--- src/hw/rtl/kdar_pkg.sv ---
// ============================================================================
// kdar_pkg
// Shared constants and types for the key debounce and autorepeat block:
// default sizes, per-key mode codes, event codes, operation codes and
// configuration register indexes.
// ============================================================================
package kdar_pkg;

    localparam int KEY_COUNT_DEF    = 16;
    localparam int HISTORY_BITS_DEF = 4;

    localparam int KEY_W   = 4;
    localparam int CNT_W   = 8;
    localparam int MODE_W  = 7;
    localparam int EVENT_W = 3;
    localparam int OP_W    = 2;
    localparam int CFG_W   = 8;
    localparam int CFG_IDX_W = 2;

    typedef logic [MODE_W-1:0]  mode_t;
    typedef logic [EVENT_W-1:0] event_t;
    typedef logic [OP_W-1:0]    op_t;
    typedef logic [CNT_W-1:0]   count_t;

    localparam mode_t MODE_OFF    = 7'd0;
    localparam mode_t MODE_DELAY  = 7'd95;
    localparam mode_t MODE_START  = 7'd97;
    localparam mode_t MODE_PAUSE  = 7'd98;
    localparam mode_t MODE_KILLED = 7'd99;
    localparam mode_t MODE_P16    = 7'd16;
    localparam mode_t MODE_P8     = 7'd8;
    localparam mode_t MODE_P4     = 7'd4;
    localparam mode_t MODE_P2     = 7'd2;
    localparam mode_t MODE_P1     = 7'd1;

    localparam event_t EV_NONE    = 3'd0;
    localparam event_t EV_FIRST   = 3'd1;
    localparam event_t EV_REPEAT  = 3'd2;
    localparam event_t EV_LONG    = 3'd3;
    localparam event_t EV_RELEASE = 3'd4;

    localparam op_t OP_TICK  = 2'd0;
    localparam op_t OP_PAUSE = 2'd1;
    localparam op_t OP_KILL  = 2'd2;

    localparam logic [CFG_IDX_W-1:0] CFG_LONG_PRESS  = 2'd0;
    localparam logic [CFG_IDX_W-1:0] CFG_FIRST_DELAY = 2'd1;
    localparam logic [CFG_IDX_W-1:0] CFG_RATE_STEP   = 2'd2;
    localparam logic [CFG_IDX_W-1:0] CFG_PAUSE       = 2'd3;

    localparam count_t LONG_PRESS_RST  = 8'd32;
    localparam count_t FIRST_DELAY_RST = 8'd40;
    localparam count_t RATE_STEP_RST   = 8'd48;
    localparam count_t PAUSE_RST       = 8'd64;

endpackage

--- src/hw/rtl/kdar_ram.sv ---
// ============================================================================
// kdar_ram
// Generic single-write, single-read RAM with a registered read port.
// ============================================================================
module kdar_ram #(
    parameter int WIDTH = 8,
    parameter int DEPTH = 16,
    localparam int ADDR_W = (DEPTH > 1) ? $clog2(DEPTH) : 1
) (
    input  logic              aclk,
    input  logic              we,
    input  logic [ADDR_W-1:0] waddr,
    input  logic [WIDTH-1:0]  wdata,
    input  logic              re,
    input  logic [ADDR_W-1:0] raddr,
    output logic [WIDTH-1:0]  rdata
);

    logic [WIDTH-1:0] mem [DEPTH];
    logic [WIDTH-1:0] rdata_reg;

    always_ff @(posedge aclk) begin
        if (we) begin
            mem[waddr] <= wdata;
        end
        if (re) begin
            rdata_reg <= mem[raddr];
        end
    end

    assign rdata = rdata_reg;

endmodule

--- src/hw/rtl/key_debounce_autorepeat_top.sv ---
// ============================================================================
// key_debounce_autorepeat_top
// Per-key debouncer and event generator with an accelerating autorepeat
// ladder. Each request for a key in range updates that key's history, counter and mode.
// ============================================================================
//  Channel  Direction  Fields (lowest bit up)
//  s_       in         tdata: key_index[3:0], level[4]; tuser: op[1:0]
//  m_       out        tdata: key_id[3:0], event_res[6:4], pressed[7]
//  cfg_     in         cfg_index selects the register, cfg_wdata is its value
//
// One request is accepted per cycle unless the result side stalls. Each
// result passes the work stage, fed by the registered key state RAM read,
// then the result register. Back-to-back requests to the same key are
// served by a forwarding register. Reset clears the per-key valid bits, so
// every key reads as all zero. A result-side stall holds the whole pipeline.
// ============================================================================
module key_debounce_autorepeat_top
    import kdar_pkg::*;
#(
    parameter int KEY_COUNT    = KEY_COUNT_DEF,
    parameter int HISTORY_BITS = HISTORY_BITS_DEF
) (
    input  logic                 aclk,
    input  logic                 aresetn,

    input  logic                 s_tvalid,
    output logic                 s_tready,
    input  logic [7:0]           s_tdata,   // key_index[3:0], level[4]
    input  logic [OP_W-1:0]      s_tuser,   // op[1:0]

    output logic                 m_tvalid,
    input  logic                 m_tready,
    output logic [7:0]           m_tdata,   // key_id[3:0], event_res[6:4], pressed[7]

    input  logic                 cfg_we,
    input  logic [CFG_IDX_W-1:0] cfg_index,
    input  logic [CFG_W-1:0]     cfg_wdata
);

    localparam int ADDR_W  = (KEY_COUNT > 1) ? $clog2(KEY_COUNT) : 1;
    localparam int ENTRY_W = HISTORY_BITS + CNT_W + MODE_W;

    // Configuration registers.
    count_t long_press_reg;
    count_t first_delay_reg;
    count_t rate_step_reg;
    count_t pause_reg;

    always_ff @(posedge aclk) begin
        if (!aresetn) begin
            long_press_reg  <= LONG_PRESS_RST;
            first_delay_reg <= FIRST_DELAY_RST;
            rate_step_reg   <= RATE_STEP_RST;
            pause_reg       <= PAUSE_RST;
        end else if (cfg_we) begin
            unique case (cfg_index)
                CFG_LONG_PRESS:  long_press_reg  <= cfg_wdata;
                CFG_FIRST_DELAY: first_delay_reg <= cfg_wdata;
                CFG_RATE_STEP:   rate_step_reg   <= cfg_wdata;
                CFG_PAUSE:       pause_reg       <= cfg_wdata;
                default: ;
            endcase
        end
    end

    // Input decode.
    logic [KEY_W-1:0]  s_key;
    logic              s_level;
    logic [ADDR_W-1:0] s_addr;
    logic              s_in_range;
    logic              s_accept;

    assign s_key      = s_tdata[KEY_W-1:0];
    assign s_level    = s_tdata[KEY_W];
    assign s_addr     = ADDR_W'(s_key);
    assign s_in_range = (32'(s_key) < KEY_COUNT);
    assign s_accept   = s_tvalid && s_tready;

    // Work stage registers.
    logic              s1_valid_reg;
    op_t               s1_op_reg;
    logic [KEY_W-1:0]  s1_key_reg;
    logic [ADDR_W-1:0] s1_addr_reg;
    logic              s1_level_reg;
    logic              s1_in_range_reg;
    logic              s1_entry_valid_reg;
    logic              fwd_hit_reg;
    logic [ENTRY_W-1:0] fwd_data_reg;
    logic [KEY_COUNT-1:0] key_valid_reg;

    logic               s1_adv;
    logic               wr_en;
    logic [ENTRY_W-1:0] wr_data;
    logic [ENTRY_W-1:0] ram_rdata;

    assign s1_adv   = s1_valid_reg && (!m_tvalid || m_tready);
    assign s_tready = !s1_valid_reg || s1_adv;
    assign wr_en    = s1_adv && s1_in_range_reg;

    kdar_ram #(
        .WIDTH (ENTRY_W),
        .DEPTH (KEY_COUNT)
    ) u_state_ram (
        .aclk  (aclk),
        .we    (wr_en),
        .waddr (s1_addr_reg),
        .wdata (wr_data),
        .re    (s_accept && s_in_range),
        .raddr (s_addr),
        .rdata (ram_rdata)
    );

    always_ff @(posedge aclk) begin
        if (!aresetn) begin
            s1_valid_reg  <= 1'b0;
            fwd_hit_reg   <= 1'b0;
            key_valid_reg <= '0;
        end else begin
            if (wr_en) begin
                key_valid_reg[s1_addr_reg] <= 1'b1;
            end
            if (s_accept) begin
                s1_valid_reg <= 1'b1;
                fwd_hit_reg  <= wr_en && s_in_range && (s1_addr_reg == s_addr);
            end else if (s1_adv) begin
                s1_valid_reg <= 1'b0;
                fwd_hit_reg  <= 1'b0;
            end
        end
    end

    always_ff @(posedge aclk) begin
        if (s_accept) begin
            s1_op_reg          <= s_tuser;
            s1_key_reg         <= s_key;
            s1_addr_reg        <= s_addr;
            s1_level_reg       <= s_level;
            s1_in_range_reg    <= s_in_range;
            s1_entry_valid_reg <= s_in_range && key_valid_reg[s_addr];
            fwd_data_reg       <= wr_data;
        end
    end

    // Current state of the addressed key.
    logic [ENTRY_W-1:0]      cur_entry;
    logic [HISTORY_BITS-1:0] cur_hist;
    count_t                  cur_cnt;
    mode_t                   cur_mode;

    assign cur_entry = fwd_hit_reg ? fwd_data_reg
                                   : (s1_entry_valid_reg ? ram_rdata : '0);
    assign cur_hist  = cur_entry[HISTORY_BITS-1:0];
    assign cur_cnt   = cur_entry[HISTORY_BITS +: CNT_W];
    assign cur_mode  = cur_entry[HISTORY_BITS+CNT_W +: MODE_W];

    // Per-key update.
    logic [HISTORY_BITS-1:0] tick_hist;
    count_t                  tick_cnt;
    mode_t                   tick_mode;
    event_t                  tick_ev;
    logic [HISTORY_BITS-1:0] nxt_hist;
    count_t                  nxt_cnt;
    mode_t                   nxt_mode;
    event_t                  nxt_ev;
    logic                    nxt_pressed;

    always_comb begin
        tick_hist = {cur_hist[HISTORY_BITS-2:0], s1_level_reg};
        tick_cnt  = cur_cnt + 8'd1;
        tick_mode = cur_mode;
        tick_ev   = EV_NONE;

        if (tick_mode != MODE_OFF && tick_hist == '0) begin
            if (tick_mode != MODE_KILLED) begin
                tick_ev = EV_RELEASE;
            end
            tick_cnt  = '0;
            tick_mode = MODE_OFF;
        end

        case (tick_mode) inside
            MODE_OFF: begin
                if (tick_hist == {HISTORY_BITS{1'b1}}) begin
                    tick_mode = MODE_START;
                    tick_cnt  = '0;
                end
            end
            MODE_START: begin
                tick_ev   = EV_FIRST;
                tick_mode = MODE_DELAY;
                tick_cnt  = '0;
            end
            MODE_DELAY: begin
                if (tick_cnt == long_press_reg) begin
                    tick_ev = EV_LONG;
                end
                if (tick_cnt == first_delay_reg) begin
                    tick_mode = MODE_P16;
                    tick_cnt  = '0;
                end
            end
            MODE_P16, MODE_P8, MODE_P4, MODE_P2, MODE_P1: begin
                if (tick_mode != MODE_P1 && tick_cnt >= rate_step_reg) begin
                    tick_mode = tick_mode >> 1;
                    tick_cnt  = '0;
                end
                if ((tick_cnt & {1'b0, tick_mode - 7'd1}) == '0) begin
                    tick_ev = EV_REPEAT;
                end
            end
            MODE_PAUSE: begin
                if (tick_cnt >= pause_reg) begin
                    tick_mode = MODE_P8;
                    tick_cnt  = '0;
                end
            end
            default: ;
        endcase

        nxt_hist = cur_hist;
        nxt_cnt  = cur_cnt;
        nxt_mode = cur_mode;
        nxt_ev   = EV_NONE;
        case (s1_op_reg)
            OP_TICK: begin
                nxt_hist = tick_hist;
                nxt_cnt  = tick_cnt;
                nxt_mode = tick_mode;
                nxt_ev   = tick_ev;
            end
            OP_PAUSE: begin
                nxt_mode = MODE_PAUSE;
                nxt_cnt  = '0;
            end
            OP_KILL: begin
                nxt_mode = MODE_KILLED;
            end
            default: ;
        endcase

        if (!s1_in_range_reg) begin
            nxt_ev = EV_NONE;
        end
        nxt_pressed = s1_in_range_reg && (nxt_hist == {HISTORY_BITS{1'b1}});
    end

    assign wr_data = {nxt_mode, nxt_cnt, nxt_hist};

    // Result register.
    logic       m_valid_reg;
    logic [7:0] m_data_reg;

    always_ff @(posedge aclk) begin
        if (!aresetn) begin
            m_valid_reg <= 1'b0;
        end else if (s1_adv) begin
            m_valid_reg <= 1'b1;
        end else if (m_tready) begin
            m_valid_reg <= 1'b0;
        end
    end

    always_ff @(posedge aclk) begin
        if (s1_adv) begin
            m_data_reg <= {nxt_pressed, nxt_ev, s1_key_reg};
        end
    end

    assign m_tvalid = m_valid_reg;
    assign m_tdata  = m_data_reg;

    // Checks.
    a_adv_loads_result: assert property (@(posedge aclk) disable iff (!aresetn)
        s1_adv |=> m_tvalid)
        else $error("work stage advanced without loading a result");

    a_fwd_needs_stage: assert property (@(posedge aclk) disable iff (!aresetn)
        fwd_hit_reg |-> s1_valid_reg)
        else $error("forward hit without an item in the work stage");

    a_event_code: assert property (@(posedge aclk) disable iff (!aresetn)
        m_tvalid |-> (m_tdata[6:4] <= EV_RELEASE))
        else $error("result carries an undefined event code");

    a_release_unpressed: assert property (@(posedge aclk) disable iff (!aresetn)
        m_tvalid && (m_tdata[6:4] == EV_RELEASE) |-> !m_tdata[7])
        else $error("release event while the key reads pressed");

    a_no_write_stalled: assert property (@(posedge aclk) disable iff (!aresetn)
        s1_valid_reg && m_tvalid && !m_tready |-> !wr_en)
        else $error("state written while the result side stalls");

endmodule

--- config.mk ---
export PLATFORM = sky130hd
export DESIGN_NAME = key_debounce_autorepeat_top
export DESIGN_NICKNAME = d
export VERILOG_FILES = /design/src/hw/rtl/kdar_pkg.sv /design/src/hw/rtl/kdar_ram.sv /design/src/hw/rtl/key_debounce_autorepeat_top.sv
export SDC_FILE = /design/constraint.sdc
export NUM_CORES = 1
export LEC_CHECK = 0
export BUFFER_PORTS_ARGS = -buffer_cell sky130_fd_sc_hd__buf_2
export CAP_MARGIN = 15
export CORE_MARGIN = 2
export CORE_UTILIZATION = 55
export CTS_CLUSTER_DIAMETER = 150
export DETAILED_ROUTE_END_ITERATION = 10
export PLACE_DENSITY = 0.72
export SYNTH_ARGS = -nofsm -noshare
export SYNTH_HDL_FRONTEND = slang
export SYNTH_SLANG_ARGS = --single-unit
--- constraint.sdc ---
create_clock -name aclk -period 5.23 [get_ports aclk]
set_input_delay 0.2615 -clock aclk [delete_from_list [all_inputs] [get_ports aclk]]
set_output_delay 0.2615 -clock aclk [all_outputs]
set_load 0.1 [all_outputs]
==> results.sh, run 1 <==
export IMPL_combPwrFrac=0.081
export IMPL_switchingPower_mw=1.62
export IMPL_syn_to_final_growth_pct=13.7
export IMPL_die_x_um=182
export IMPL_numCtsBuffers=41
export IMPL_final_nets=1180
export IMPL_via_per_inst=6.40
export IMPL_final_cell_mix="edfxtp_1, mux4_2, nand2_1"
export IMPL_layout_commonest_cell="edfxtp_1"
export IMPL_slew_headroom=0.343
export IMPL_cts_buffer_depth=3
export IMPL_max_freq_mhz=206
export IMPL_yosys_area_top_type="edfxtp_1"
export IMPL_slew_violations=0
export IMPL_synth_seq_area_share=0.674
export IMPL_ir_drop_mv=0.267
export IMPL_cp_top_family="compound AO/OA/AOI/OAI gates"
export IMPL_synthTopCellsByArea="edfxtp_1, mux4_2, dfxtp_1, nand2_1, ha_1"
export IMPL_synth_top_area_share=0.615
export IMPL_arrival_ns=5.19
export IMPL_synth_cells=1052
export IMPL_via_count=10000
export IMPL_synth_avg_cell_area_um2=16.6
export IMPL_initial_utilization=0.557
export IMPL_grt_ovfl_total=0
export IMPL_finalHoldViolations=0
export IMPL_swShare=0.226
export IMPL_cap_violations=0
export IMPL_grt_pass1_wl_um=60800
export IMPL_fin_area_mm2=0.0199
export IMPL_largest_register_ffs=304
export IMPL_grtUsageTotal=0.244
export IMPL_met2_usage=0.406
export IMPL_cts_tree="built"
export IMPL_p_seq_frac=0.512
export IMPL_slowest_stage="edfxtp_1"
export IMPL_crit_chain="nand3b_1 > and2_4 > inv_1 > ha_1 > inv_1 > a221o_1 > o21ai_4 > nand3_1 > inv_2 > ha_1 > a21o_1 > a221o_1 > a21oi_4 > a31oi_4 > o211ai_1 > ha_4 > o21ai_1 > or3_1 > a21oi_2 > a2111oi_1 > o41ai_1"
export IMPL_synth_edf_count=358
export IMPL_worstMarginPinSlew_ns=0.986
export IMPL_fin_ws_ns=0.366
export IMPL_endpoint_kind="flop"
export IMPL_path_clk_slew_ns=0.06
export IMPL_power_leakage_nw=6.63
export IMPL_grt_pass1_vias=10000
export IMPL_outcome="complete, no violations"
export IMPL_min_period_over_period=0.930
export IMPL_antenna_cells=0
export IMPL_period_minus_slack_ns=4.86
export IMPL_synth_nets=1099
export IMPL_power_mw=7.19
export IMPL_die_y_um=182
export IMPL_root_buffer="clkbuf_16"
export IMPL_placed_area_mm2=0.0184
export IMPL_wl_per_cell_um=25.3
export IMPL_crit_buf_inv=3
export IMPL_dp_hpwl_um=24900
export IMPL_async_flop_share=0
export IMPL_clkLatencyLatePin_ns=0.55
export IMPL_power_density_mw_per_mm2=362
export IMPL_synth_seq_cells=409
export IMPL_cts_sinks=409
export IMPL_p_int_mw=5.57
export IMPL_critPathKind="flop to flop"
export IMPL_place_ws_ns=0.0598
export IMPL_critical_path_max_stage_delay_ns=0.44
export IMPL_dr_pass1_iters=7
export IMPL_fp_dieArea_mm2=0.0332
export IMPL_min_path_type="primary input to flop"
export IMPL_drive_gt1_frac=0.254
export IMPL_antenna_found_initial=0
export IMPL_skew_ns=0.0269
export IMPL_core_area_mm2=0.0314
export IMPL_crit_required_ns=5.55
export IMPL_worst_setup_path_start_kind="flop"
export IMPL_cp_max_fo=9
export IMPL_globalplace_congestion=0.916
export IMPL_mappedNetlistArea_mm2=0.0175
export IMPL_synth_cell_types=80
export IMPL_port_buffers=31
export IMPL_whs_ns=0.0168
export IMPL_use_met1=0.340
export IMPL_grt_max_degree=63
export IMPL_ys_warn_count=0
export IMPL_numPlacedInstances=1484
export IMPL_fin_setup_tns_ns=0
export IMPL_placementRows=65
export IMPL_drc=0
export IMPL_grtUsageMet3=0.0395
export IMPL_cts_max_level=2
export IMPL_synthFlopType="edfxtp_1"
export IMPL_wl_um=39600
export IMPL_busiest_layer="met2"
export IMPL_antenna_left=0
export IMPL_finalNonFillerCells=1566
export IMPL_finish_utilization=0.633
export IMPL_ios=35
export IMPL_drt_iter0_markers=934
export IMPL_power_share_clock=0.408
export IMPL_setup_viol=0
==> area by class of cell <==
class | count | area, um2
Multi-Input combinational cell | 561 | 5500
Tap cell | 402 | 503
Clock buffer | 49 | 1060
Timing Repair Buffer | 87 | 624
Clock inverter | 25 | 297
Fill cell | 2176 | 11500
Inverter | 33 | 124
Sequential cell | 409 | 11800
==> timing repair <==
action	4_1_cts	5_1_grt
gates resized for setup	1	14
hold buffers	5	0
cloned	0	0
endpoints found under the setup margin	7	18
pin swaps	0	5
setup buffers	0	1
hold endpoints to repair	7	0
==> power groups by stage <==
stage               Clock (mW)  Combinational (mW)  Sequential [mW]
floorplan                    0               0.360             3.76
finish                    2.93               0.582             3.68
global route              3.11               0.632             3.68
CTS                       2.99               0.566             3.68
global placement             0               0.546             3.75
detailed placement           0               0.555             3.75
==> final timing paths <==
check	from	endpoint	slack, ns	cells past startpoint
worst max-delay path	s1_entry_valid_reg$_DFFE_PP_	m_tdata[5]$_SDFFCE_PP0P_	0.37	21
worst min-delay path	cfg_wdata[7]	first_delay_reg[7]$_SDFFE_PN0P_	0.02	3
worst max register to register	s1_entry_valid_reg$_DFFE_PP_	m_tdata[5]$_SDFFCE_PP0P_	0.37	21
worst min register to register	key_valid_reg[6]$_SDFFE_PN0P_	key_valid_reg[6]$_SDFFE_PN0P_	0.46	1
==> per-layer routing <==
| layer | up-vias | wire length [um] |
|---|---|---|
| li1 | 4382 | - |
| met5 | - | 0 |
| met3 | 86 | 2910 |
| met1 | 5074 | 16200 |
| met4 | 0 | 1150 |
| met2 | 480 | 19300 |
==> cell families (layout without fill, tap and decap cells) <==
| family | after synthesis | after routing | share of synthesized area |
|---|---|---|---|
| fa+ha+maj | 22 | 22 | 0.0158 |
| flops | 409 | 409 | 0.674 |
| simple gates | 228 | 228 | 0.0661 |
| mux | 112 | 112 | 0.136 |
| compound gates | 184 | 184 | 0.0800 |
| xor+xnor | 15 | 15 | 0.00752 |
| buf+inv | 82 | 194 | 0.0210 |
==> cell usage after synthesis (10+ instances only) <==
master and count:
edfxtp_1 358, mux4_2 100, nand2_1 79, dfxtp_1 51, nor2_1 41, inv_1 33
o21ai_0 28, clkbuf_1 25, o21a_1 23, a21boi_0 22, ha_1 22, a21oi_1 20
nand3_1 20, nor3_1 14, a22o_1 12, xnor2_1 12, buf_1 11, nor2b_1 11
or3_1 10
==> tightest hold or removal path: stages <==
cell,delay (ns)
buf_2,0.13
nand2_1,0.06
a21boi_0,0.06
Note: power is estimated with default switching activity, not from simulation.
==> run 2: changes to the inputs <==
--- a/config.mk
+++ b/config.mk
@@ -8,4 +8,5 @@
 export BUFFER_PORTS_ARGS = -buffer_cell sky130_fd_sc_hd__buf_2
 export CAP_MARGIN = 15
+export CORE_ASPECT_RATIO = 0.5
 export CORE_MARGIN = 2
 export CORE_UTILIZATION = 55
==> constraint.sdc (replaced) <==
create_clock -name aclk -period 5.23 [get_ports aclk]
set_input_delay 1.3075 -clock aclk [delete_from_list [all_inputs] [get_ports aclk]]
set_output_delay 1.3075 -clock aclk [all_outputs]
set_load 0.1 [all_outputs]
==> results.sh, run 2 (synthesis gave the netlist of run 1 again) <==
export IMPL_antenna_found_initial=3
export IMPL_syn_to_final_growth_pct=12.9
export IMPL_hold_buffers=0
export IMPL_slew_violations=0
export IMPL_slew_headroom=0.247
export IMPL_via_count=9939
export IMPL_wl_um=40700
export IMPL_power_density_mw_per_mm2=352
export IMPL_worstMarginPinSlew_ns=1.13
export IMPL_core_area_mm2=0.0315
export IMPL_via_per_inst=6.24
export IMPL_grt_ovfl_total=0
export IMPL_dr_pass1_iters=6
export IMPL_placementRows=46
export IMPL_cap_violations=0
export IMPL_worst_setup_path_start_kind="flop"
export IMPL_cts_max_level=2
export IMPL_arrival_ns=5.05
export IMPL_die_x_um=256
export IMPL_grt_pass1_vias=9760
export IMPL_numCtsBuffers=37
export IMPL_clkLatencyLatePin_ns=0.55
export IMPL_finish_utilization=0.627
export IMPL_fin_ws_ns=0.362
export IMPL_critical_path_max_stage_delay_ns=0.90
export IMPL_antenna_left=0
export IMPL_power_leakage_nw=6.56
export IMPL_die_y_um=130
export IMPL_fin_setup_tns_ns=0
export IMPL_final_nets=1178
export IMPL_outcome="complete, no violations"
export IMPL_drive_gt1_frac=0.251
export IMPL_grt_pass1_wl_um=60300
export IMPL_fill_cells=2171
export IMPL_port_buffers=31
export IMPL_slowest_stage="o32ai_2"
export IMPL_skew_ns=0.0193
export IMPL_min_period_over_period=0.931
export IMPL_cts_buffer_depth=3
export IMPL_final_cell_mix="edfxtp_1, mux4_2, nand2_1"
export IMPL_path_clk_slew_ns=0.07
export IMPL_whs_path_depth=1
export IMPL_min_path_type="flop to flop"
export IMPL_drc=0
export IMPL_max_freq_mhz=205
export IMPL_crit_top_cell="inv_1"
export IMPL_rsz0062_at_grt="false"
export IMPL_crit_chain="nand3b_1 > and2_1 > inv_1 > ha_1 > inv_1 > a221o_1 > o21ai_2 > nand3_1 > inv_1 > ha_1 > a21o_1 > a221o_1 > a21oi_2 > a31oi_4 > nor4b_2 > nor2_1 > a21oi_1 > buf_12 > o32ai_2"
export IMPL_endpoint_kind="flop"
export IMPL_cp_max_fo=17
export IMPL_initial_utilization=0.555
export IMPL_fp_dieArea_mm2=0.0333
export IMPL_worstRegToRegCells=19
export IMPL_crit_required_ns=5.41
export IMPL_period_minus_slack_ns=4.87
export IMPL_cts_sinks=409
export IMPL_largest_register_ffs=304
export IMPL_critPathKind="flop to flop"
export IMPL_globalplace_congestion=0.924
export IMPL_cts_tree="built"
export IMPL_ios=35
export IMPL_grtUsageTotal=0.247
export IMPL_root_buffer="clkbuf_16"
export IMPL_setup_viol=0
export IMPL_ir_drop_mv=0.201
export IMPL_wl_per_cell_um=25.5
export IMPL_place_ws_ns=-0.00296
export IMPL_drt_iter0_markers=1291
export IMPL_dp_hpwl_um=24500
export IMPL_grt_max_degree=56
export IMPL_layout_commonest_cell="edfxtp_1"
export IMPL_finalHoldViolations=0
-- run 2: cell types whose count changed in the layout (fill, tap and decap cells not counted), moves of 3 or more --
cell and delta:
dlygate4sd3_1 -5, buf_4 +5, clkinvlp_4 +3, clkinv_2 -4, clkbuf_16 -3
-- run 2: metrics by stage --
| step | power, mW | hold WS (ns) | instances | area (um2) |
|---|---|---|---|---|
| 3_5_place_dp | 4.31 | 0.452 | 1516 | 18400 |
| 2_1_floorplan | 4.12 | 0.424 | 1052 | 17500 |
| 5_1_grt | 7.16 | 0.484 | 1592 | 19700 |
| 3_3_place_gp | 4.29 | 0.441 | 1516 | 18400 |
| 6_report | 6.94 | 0.465 | 1594 | 19700 |
| 4_1_cts | 6.98 | 0.467 | 1584 | 19600 |
-- run 2: area by class of cell --
type	instances	area, um2	area share
Antenna cell	2	5.00	0.000254
Sequential cell	409	11800	0.597
Inverter	33	124	0.00628
Timing Repair Buffer	89	641	0.0325
Tap cell	432	541	0.0274
Clock buffer	48	988	0.0501
Multi-Input combinational cell	561	5450	0.276
Clock inverter	20	205	0.0104
-- run 2: timing repair --
item / CTS / global route
gates cloned: 0 / 0
pin swaps: 0 / 2
setup endpoints to repair: 16 / 34
resized for setup: 1 / 3
buffers inserted: 0 / 5
-- run 2: final timing paths --
| kind | to | start | slack, ns |
|---|---|---|---|
| setup / recovery | u_state_ram.mem[12][10]$_DFFE_PP_ | fwd_hit_reg$_SDFFE_PN0P_ | 0.36 |
| hold / removal | key_valid_reg[7]$_SDFFE_PN0P_ | key_valid_reg[7]$_SDFFE_PN0P_ | 0.46 |
| hold reg to reg | key_valid_reg[7]$_SDFFE_PN0P_ | key_valid_reg[7]$_SDFFE_PN0P_ | 0.46 |
| setup reg to reg | u_state_ram.mem[12][10]$_DFFE_PP_ | fwd_hit_reg$_SDFFE_PN0P_ | 0.36 |
-- run 2: power breakdown --
part	internal (mW)	total, mW	switching (mW)	leakage [nW]
Sequential	3.64	3.68	0.0350	3.74
Clock	1.50	2.69	1.18	0.565
Combinational	0.219	0.577	0.358	2.25
Total	5.36	6.94	1.58	6.56
-- run 2: metal layers --
| layer | vias to the layer above | wire length, um | global-route usage |
|---|---|---|---|
| met2 | 416 | 19400 | 0.407 |
| met1 | 5070 | 16800 | 0.338 |
| met5 | - | 0 | 0 |
| met4 | 0 | 1080 | 0.0743 |
| met3 | 77 | 3350 | 0.0542 |
| li1 | 4376 | - | - |
-- run 2: critical path: cells and delay by family, from the launching register on --
family                   cells  cell delay [ns]
AO/OA/AOI/OAI                8             2.35
adder cells (fa/ha/maj)      2             0.42
buffers and inverters        4             0.45
flip-flops                   1             0.35
AND/OR/NAND/NOR              5             0.92
